**config.mk**
```make
export PLATFORM = sky130hd
export DESIGN_NAME = bds_scan
export DESIGN_NICKNAME = d
export VERILOG_FILES = /design/src/hdl/bds_pkg.sv /design/src/hdl/bds_scan.sv
export SDC_FILE = /design/constraint.sdc
export NUM_CORES = 1
export LEC_CHECK = 0
export ABC_AREA = 1
export BUFFER_PORTS_ARGS = -buffer_cell sky130_fd_sc_hd__buf_2
export CAP_MARGIN = 20
export CELL_PAD_IN_SITES_DETAIL_PLACEMENT = 1
export CELL_PAD_IN_SITES_GLOBAL_PLACEMENT = 1
export CORE_MARGIN = 10
export CORE_UTILIZATION = 48
export DETAILED_ROUTE_END_ITERATION = 10
export PLACE_DENSITY = 0.94
export SLEW_MARGIN = 0
export SYNTH_ARGS = -nofsm -noshare
export SYNTH_HDL_FRONTEND = slang
export SYNTH_SLANG_ARGS = --single-unit
export TNS_END_PERCENT = 1
```
**constraint.sdc**
```tcl
create_clock -name clk -period 7.3 [get_ports clk]
set_input_delay 1.095 -clock clk [delete_from_list [all_inputs] [get_ports clk]]
set_output_delay 1.095 -clock clk [all_outputs]
set_load 0.1 [all_outputs]
```
**src/hdl/bds_pkg.sv**
```systemverilog
`default_nettype none

package bds_pkg;

	localparam int CFG_IDX_W  = 1;
	localparam int CFG_DATA_W = 12;

	localparam logic [CFG_IDX_W-1:0] REG_IMAGE_WIDTH  = 1'd0;
	localparam logic [CFG_IDX_W-1:0] REG_IMAGE_HEIGHT = 1'd1;

	localparam logic [CFG_DATA_W-1:0] IMAGE_WIDTH_RST  = 12'd640;
	localparam logic [CFG_DATA_W-1:0] IMAGE_HEIGHT_RST = 12'd480;

	localparam int PIXEL_W = 8;
	localparam int PAIR_W  = 9;
	localparam int MEAN_W  = 10;

	typedef struct packed {
		logic [PIXEL_W-1:0] pixel;
		logic               frame_start;
	} pix_t;

	typedef struct packed {
		logic [MEAN_W-1:0] mean_q2;
		logic              row_end;
		logic              frame_end;
	} res_t;

	// Line store command issued for one accepted pixel.
	typedef struct packed {
		logic wr_en;
		logic rd_en;
		logic row_end;
		logic frame_end;
	} line_cmd_t;

endpackage

`default_nettype wire

```
**src/hdl/bds_scan.sv**
```systemverilog
`default_nettype none

module bds_scan #(
	parameter int MAX_WIDTH  = 2048,
	parameter int MAX_HEIGHT = 2048
) (
	input  wire logic                                      clk,
	input  wire logic                                      arst_n,
	input  wire logic                                      cfg_we,
	input  wire logic [bds_pkg::CFG_IDX_W-1:0]             cfg_idx,
	input  wire logic [bds_pkg::CFG_DATA_W-1:0]            cfg_data,
	input  wire logic                                      take,
	input  wire bds_pkg::pix_t                             pix,
	output bds_pkg::line_cmd_t                             cmd,
	output logic [$clog2(MAX_WIDTH / 2)-1:0]               slot,
	output logic [bds_pkg::PAIR_W-1:0]                     pair
);

	localparam int CW  = $clog2(MAX_WIDTH);
	localparam int RW  = $clog2(MAX_HEIGHT);
	localparam int AW  = $clog2(MAX_WIDTH / 2);
	localparam int WCW = $clog2(MAX_WIDTH + 1);
	localparam int HCW = $clog2(MAX_HEIGHT + 1);
	localparam int WDW = (WCW > bds_pkg::CFG_DATA_W) ? WCW : bds_pkg::CFG_DATA_W;
	localparam int HDW = (HCW > bds_pkg::CFG_DATA_W) ? HCW : bds_pkg::CFG_DATA_W;

	logic [bds_pkg::CFG_DATA_W-1:0] width_q;
	logic [bds_pkg::CFG_DATA_W-1:0] height_q;
	logic [CW-1:0]                  col_q;
	logic [RW-1:0]                  row_q;
	logic [bds_pkg::PIXEL_W-1:0]    left_q;

	logic [WDW-1:0] w_raw;
	logic [HDW-1:0] h_raw;
	logic [WDW-1:0] w_lim;
	logic [HDW-1:0] h_lim;
	logic [WDW-1:0] last_col;
	logic [HDW-1:0] last_row;
	logic [CW-1:0]  c;
	logic [RW-1:0]  r;
	logic [WDW-1:0] c_inc;
	logic [HDW-1:0] r_inc;
	logic           row_done;
	logic           frame_wrap;

	always_ff @(posedge clk or negedge arst_n) begin
		if (!arst_n) begin
			width_q  <= bds_pkg::IMAGE_WIDTH_RST;
			height_q <= bds_pkg::IMAGE_HEIGHT_RST;
		end else if (cfg_we) begin
			unique case (cfg_idx)
				bds_pkg::REG_IMAGE_WIDTH:  width_q  <= cfg_data;
				bds_pkg::REG_IMAGE_HEIGHT: height_q <= cfg_data;
				default: ;
			endcase
		end
	end

	// Register values out of range are clamped to the supported frame size.
	always_comb begin
		w_raw = WDW'(width_q);
		h_raw = HDW'(height_q);
		if (w_raw < WDW'(2)) begin
			w_lim = WDW'(2);
		end else if (w_raw > WDW'(MAX_WIDTH)) begin
			w_lim = WDW'(MAX_WIDTH);
		end else begin
			w_lim = w_raw;
		end
		if (h_raw < HDW'(2)) begin
			h_lim = HDW'(2);
		end else if (h_raw > HDW'(MAX_HEIGHT)) begin
			h_lim = HDW'(MAX_HEIGHT);
		end else begin
			h_lim = h_raw;
		end
		last_col = {w_lim[WDW-1:1], 1'b0} - WDW'(1);
		last_row = {h_lim[HDW-1:1], 1'b0} - HDW'(1);
	end

	always_comb begin
		c          = pix.frame_start ? '0 : col_q;
		r          = pix.frame_start ? '0 : row_q;
		c_inc      = WDW'(c) + WDW'(1);
		r_inc      = HDW'(r) + HDW'(1);
		row_done   = c_inc >= w_lim;
		frame_wrap = r_inc >= h_lim;
		slot       = AW'(c >> 1);
		pair       = bds_pkg::PAIR_W'(left_q) + bds_pkg::PAIR_W'(pix.pixel);
		cmd.wr_en     = take && c[0] && !r[0];
		cmd.rd_en     = take && c[0] && r[0];
		cmd.row_end   = WDW'(c) >= last_col;
		cmd.frame_end = (WDW'(c) >= last_col) && (HDW'(r) >= last_row);
	end

	always_ff @(posedge clk or negedge arst_n) begin
		if (!arst_n) begin
			col_q  <= '0;
			row_q  <= '0;
			left_q <= '0;
		end else if (take) begin
			if (!c[0]) begin
				left_q <= pix.pixel;
			end
			if (row_done) begin
				col_q <= '0;
				row_q <= frame_wrap ? '0 : RW'(r_inc);
			end else begin
				col_q <= CW'(c_inc);
				row_q <= r;
			end
		end
	end

endmodule

`default_nettype wire

```
== After elaboration in Yosys (flattened, before gate mapping) ==
Cells that the tools add are included.
Widths: inputs -> output; s select.

* Bitwise operators: 2
* Shift-type cells: 0
* Muxes and demuxes: 9
* Reduce and logical (&&, ||, !) cells: 8
* Equality and inequality tests: 0
* Order comparisons: 8
* Divide/modulo/power cells: 0
* Add/subtract/negate cells: 5
* $mul: 0

{| class="wikitable"
|+ Operators with widths
! operator !! number
|-
| $mux 11 || 5
|-
| $mux 12 || 4
|-
| $add 11x1->12 const B || 2
|-
| $ge 11x12->1 || 2
|-
| $ge 12x12->1 || 2
|-
| $gt 12x12->1 const B || 2
|-
| $lt 12x2->1 const B || 2
|-
| $sub 12x1->12 const B || 2
|-
| $add 8x8->9 || 1
|-
| $reduce_and 2->1 || 3
|-
| $logic_and 1x1->1 || 4
|-
| $not 1->1 || 2
|-
| $logic_not 1->1 || 1
|}

* Memories kept: 0
* Register bits after elaboration: 54
* Latch bits: 0
* RAM bits: 0
* ROM bits: 0
* Output and inout port bits: 23
* Word-level logic and storage cells: 37
* Bits of input ports: 26

== Longest topological paths before layout ==
* Depth after elaboration: 6
* Depth in mapped cells: 23
* Depth with buffers taken out: 22

== Worst setup path before layout ==
Ideal clock, no wire load.

* Path type: in2out
* Start: input pix[0] in the netlist's numbering
* End: output cmd[0] in the netlist's numbering
* Stages on the path: 13
* Arrival: 4,312 ps
* Path buffers: 1
* Slack: 1,893 ps
* Required time: 6,205 ps
* Cells stage by stage: buf_6 nor2_1 ha_1 inv_1 nor3_1 nor3_1 nand2_1 nand2_1 nand2_1 nand2_1 nand2_1 nand3_2 nor2_2

{| class="wikitable"
|+ RTL lines
! what !! RTL line !! RTL
|-
| start: declaration || bds_scan.sv:13 || <nowiki>input wire bds_pkg::pix_t pix,</nowiki>
|-
| end: declaration || bds_scan.sv:14 || <nowiki>output bds_pkg::line_cmd_t cmd,</nowiki>
|}

==> impl_metrics.csv <==
group,metric,value,unit
critical_path,rrSetupSlack,3.29,ns
grt,use_met1,0.243,
critical_path,worstPathArrival,3.88,ns
sta,rsz0062_at_grt,"no",
floorplan,ios,49,
synth,synth-seq-cells,54,
min_path,hold_path_class,"flip-flop to flip-flop",
synth,synth_top_family_by_area,"simple AND/OR/NAND/NOR gates",
clocking,clock_tree.root_cell,"clkbuf_8",
routing,drt_pass1_iterations,4,
sta,max_freq,0.201,GHz
critical_path,startpoint,"h_raw[7]",
synth,synth-compound-area-share,0.116,
power_and_ir_drop,p_leak,2.79,nW
sta,finalHoldViolCount,0,
job,drv_cap,0,
clocking,cts_tree,"built",
grt,track_usage,0.201,
synth,ys_async_sr_fraction,1.00,
placement,port_buffers,48,
routing,dr_total_vias,4533,
grt,grt_max_degree,55,
critical_path,crit_path_cell_trace,"nor2_1, nand2_1, nor2_2, nand2_2, nand2_2, nand2_1, nand2_1, inv_1, ha_1, nand3_1, xnor2_1, ha_1, nand2_1, nor2_1, a211oi_1, nand2_1, nand2_1, nand2_1, nand2_1, nand2_1, nand2_1, nor2_2, buf_2",
floorplan,rows,36,
routing,viasPerCell,5.49,
sta,setup_viol,0,
layout,drive_above_1_share,0.175,
clocking,h-tree-depth,2,
grt,grt_first_pass_wirelength,24100,microns
clocking,ctsHoldBuffers,0,
critical_path,crit_top_cell,"nand2_1",
synth,synthCells,652,
placement,gp_congestion,0.910,
critical_path,crit_path_max_incr_delay,0.61,ns
run_status,status,"finished, final reports clean",
synth,synth_area,4870,sq um
routing,drc,0,
synth,synth_xor_area_frac,0.0609,
critical_path,slowest_stage,"dfstp_2",
grt,use_met3,0.0344,
routing,routedWlPerCell,17.1,microns
critical_path,crit_path_start_kind,"flip-flop",
min_path,hold_start,"w_raw[9]",
power_and_ir_drop,ir_drop,0.000280,V
synth,synth-simple-area-share,0.274,
layout,layout.nets,776,
clocking,cts_buffers,5,
floorplan,die_y,121,microns
clocking,clk_pin_slew_worst_paths,0.11,ns
sta,period_share,0.681,
clocking,post_cts_resized,0,
synth,yosysWarnings,0,
grt,use_met2,0.358,
power_and_ir_drop,total_power,1.22,mW
floorplan,fp.dieArea,14600,sq um
synth,synthAdderAreaFrac,0.156,
floorplan,core,9820,sq um
sta,slew_headroom,0.442,
synth,avgSynthCellArea,7.46,sq um
grt,grt-ovfl-total,0,
critical_path,r2r_start,"w_raw[7]",
layout,n_fill_cell,1305,
critical_path,cp-end-kind,"output pin",
layout,fin_cells,825,
routing,drt-total-wl,14100,microns
layout,antenna_cells,0,
synth,synth_top_flop_cell,"dfrtp_1",
placement,place_inst,817,
routing,drtIter0Drc,219,
grt,grt_antenna_before_repair,0,
clocking,clock-sinks,54,
synth,synth-edff-count,0,
floorplan,die_x,121,microns
synth,muxShareOfSynthArea,0.0162,
grt,grt.busiest_layer,"met2",
layout,fin_util,0.538,
synth,ys_seq_area_frac,0.279,
critical_path,crit_family,"simple AND/OR/NAND/NOR gates",
sta,report.final.slew_viol_count,0,
clocking,clock_path_buffers,2,
sta,tightest_slew,0.834,ns
critical_path,crit_buf_inv,2,
sta,finalClockSkew,0.00765,ns
placement,dpl.hpwl,11400,microns
floorplan,start_util,0.496,
routing,ant_nets,0,
critical_path,worstSetupPathType,"flip-flop to output pin",
sta,setup_tns,0,ns
sta,min_period,4.97,ns
clocking,clock_latency,0.34,ns
clocking,post_cts_buffers,0,
synth,syn-num-nets,737,
sta,whs,0.516,ns
power_and_ir_drop,p_per_area,230,nW/um^2
grt,grt_pass1_vias,4903,
critical_path,cp_max_fo,13,
critical_path,required,6.20,ns
synth,ys_types,47,
layout,area_growth,8.48,%
[worst reg2reg max path, stage by stage, from the launching register on]
cell,delay [ns]
dfstp_2,0.58
nor2_1,0.05
nand2_1,0.07
nor2_1,0.05
nand2_1,0.06
nand2_2,0.19
a21oi_4,0.29
inv_2,0.10
fa_1,0.48
nor2_1,0.13
nor2_1,0.04
o21ai_0,0.19
nand3_1,0.13
nand3_1,0.65
inv_1,0.43
nand2_1,0.20
nand2_1,0.08
inv_1,0.10
a21oi_1,0.07
[kinds of logic (layout without fill, tap and decap cells)]
family	count (synthesis)	in the layout
xor+xnor	33	33
flops	54	54
fa+ha+maj	59	59
simple gates	284	284
mux	7	7
buf+inv	115	155
compound gates	100	100
[per-layer routing]
layer | up-vias | share of wire
li1 | 2185 | -
met1 | 2224 | 0.44
met2 | 106 | 0.50
met3 | 18 | 0.045
met4 | 0 | 0.014
met5 | - | 0
[area by class of cell]
cell class | count | area, sq um | share of cell area
clock buffers | 5 | 68.8 | 0.0130
clock inverters | 3 | 28.8 | 0.00545
inverters | 98 | 375 | 0.0711
multi-input cells | 483 | 3030 | 0.575
flip-flops and latches | 54 | 1360 | 0.257
well taps | 133 | 166 | 0.0315
repair buffers | 49 | 248 | 0.0469
[cells in the mapped netlist (6+ instances only)]
master | count | area, sq um
nand2_1 | 135 | 507
inv_1 | 93 | 349
ha_1 | 56 | 701
nor2_1 | 54 | 203
o21ai_0 | 53 | 265
dfrtp_1 | 48 | 1200
nand3_1 | 36 | 180
a21oi_1 | 24 | 120
xor2_1 | 21 | 184
nor2_2 | 13 | 81.3
xnor2_1 | 11 | 96.3
nand2_2 | 9 | 56.3
clkbuf_1 | 8 | 30.0
a31oi_1 | 7 | 43.8
mux2_2 | 7 | 78.8
nand4_1 | 7 | 43.8
nor3_1 | 7 | 35.0
dfstp_2 | 6 | 158
[state kept, by name (all words and copies together), names as in the netlist]
signal and count:
w_raw 12, h_raw 12, left_q 8, row_q 11
col_q 11
[final timing paths]
path / to / cells past startpoint
setup reg to reg: row_q[7] / 18
max in group asynchronous: row_q[6] / 2
setup / recovery: cmd[0] / 23
min in group asynchronous: left_q[0] / 2
hold reg to reg: w_raw[9] / 2
hold / removal: w_raw[9] / 2
[power breakdown]
| part | switching (mW) | total (mW) | internal [mW] |
|---|---|---|---|
| registers | 0.0399 | 0.380 | 0.341 |
| clock network | 0.122 | 0.195 | 0.0723 |
| logic | 0.466 | 0.641 | 0.176 |
| total | 0.628 | 1.22 | 0.588 |
[metrics by stage]
| step | cell area, sq um | worst slack (ns) |
|---|---|---|
| 2_1_floorplan | 4870 | 1.89 |
| 6_report | 5280 | 2.33 |
| 5_1_grt | 5280 | 2.00 |
| 3_3_place_gp | 5180 | 2.79 |
| 3_5_place_dp | 5180 | 2.42 |
| 4_1_cts | 5280 | 2.34 |
[cell usage in the layout, fill, tap and decap left out, drive strengths merged, types with 2 or more instances in the layout]
cell type / netlist / final
nor4: 2 / 2
and3: 3 / 3
nand3: 39 / 39
dfstp: 6 / 6
clkbuf: 8 / 5
a31oi: 7 / 7
mux2: 7 / 7
buf: 9 / 49
fa: 3 / 3
a21oi: 25 / 25
nor3b: 2 / 2
nor3: 11 / 11
dfrtp: 48 / 48
inv: 98 / 100
xor2: 22 / 22
xnor2: 11 / 11
nor2: 71 / 71
nand2: 147 / 147
ha: 56 / 56
o21ai: 61 / 61
nand4: 8 / 8
No activity file was read; power rests on OpenSTA's default activity.
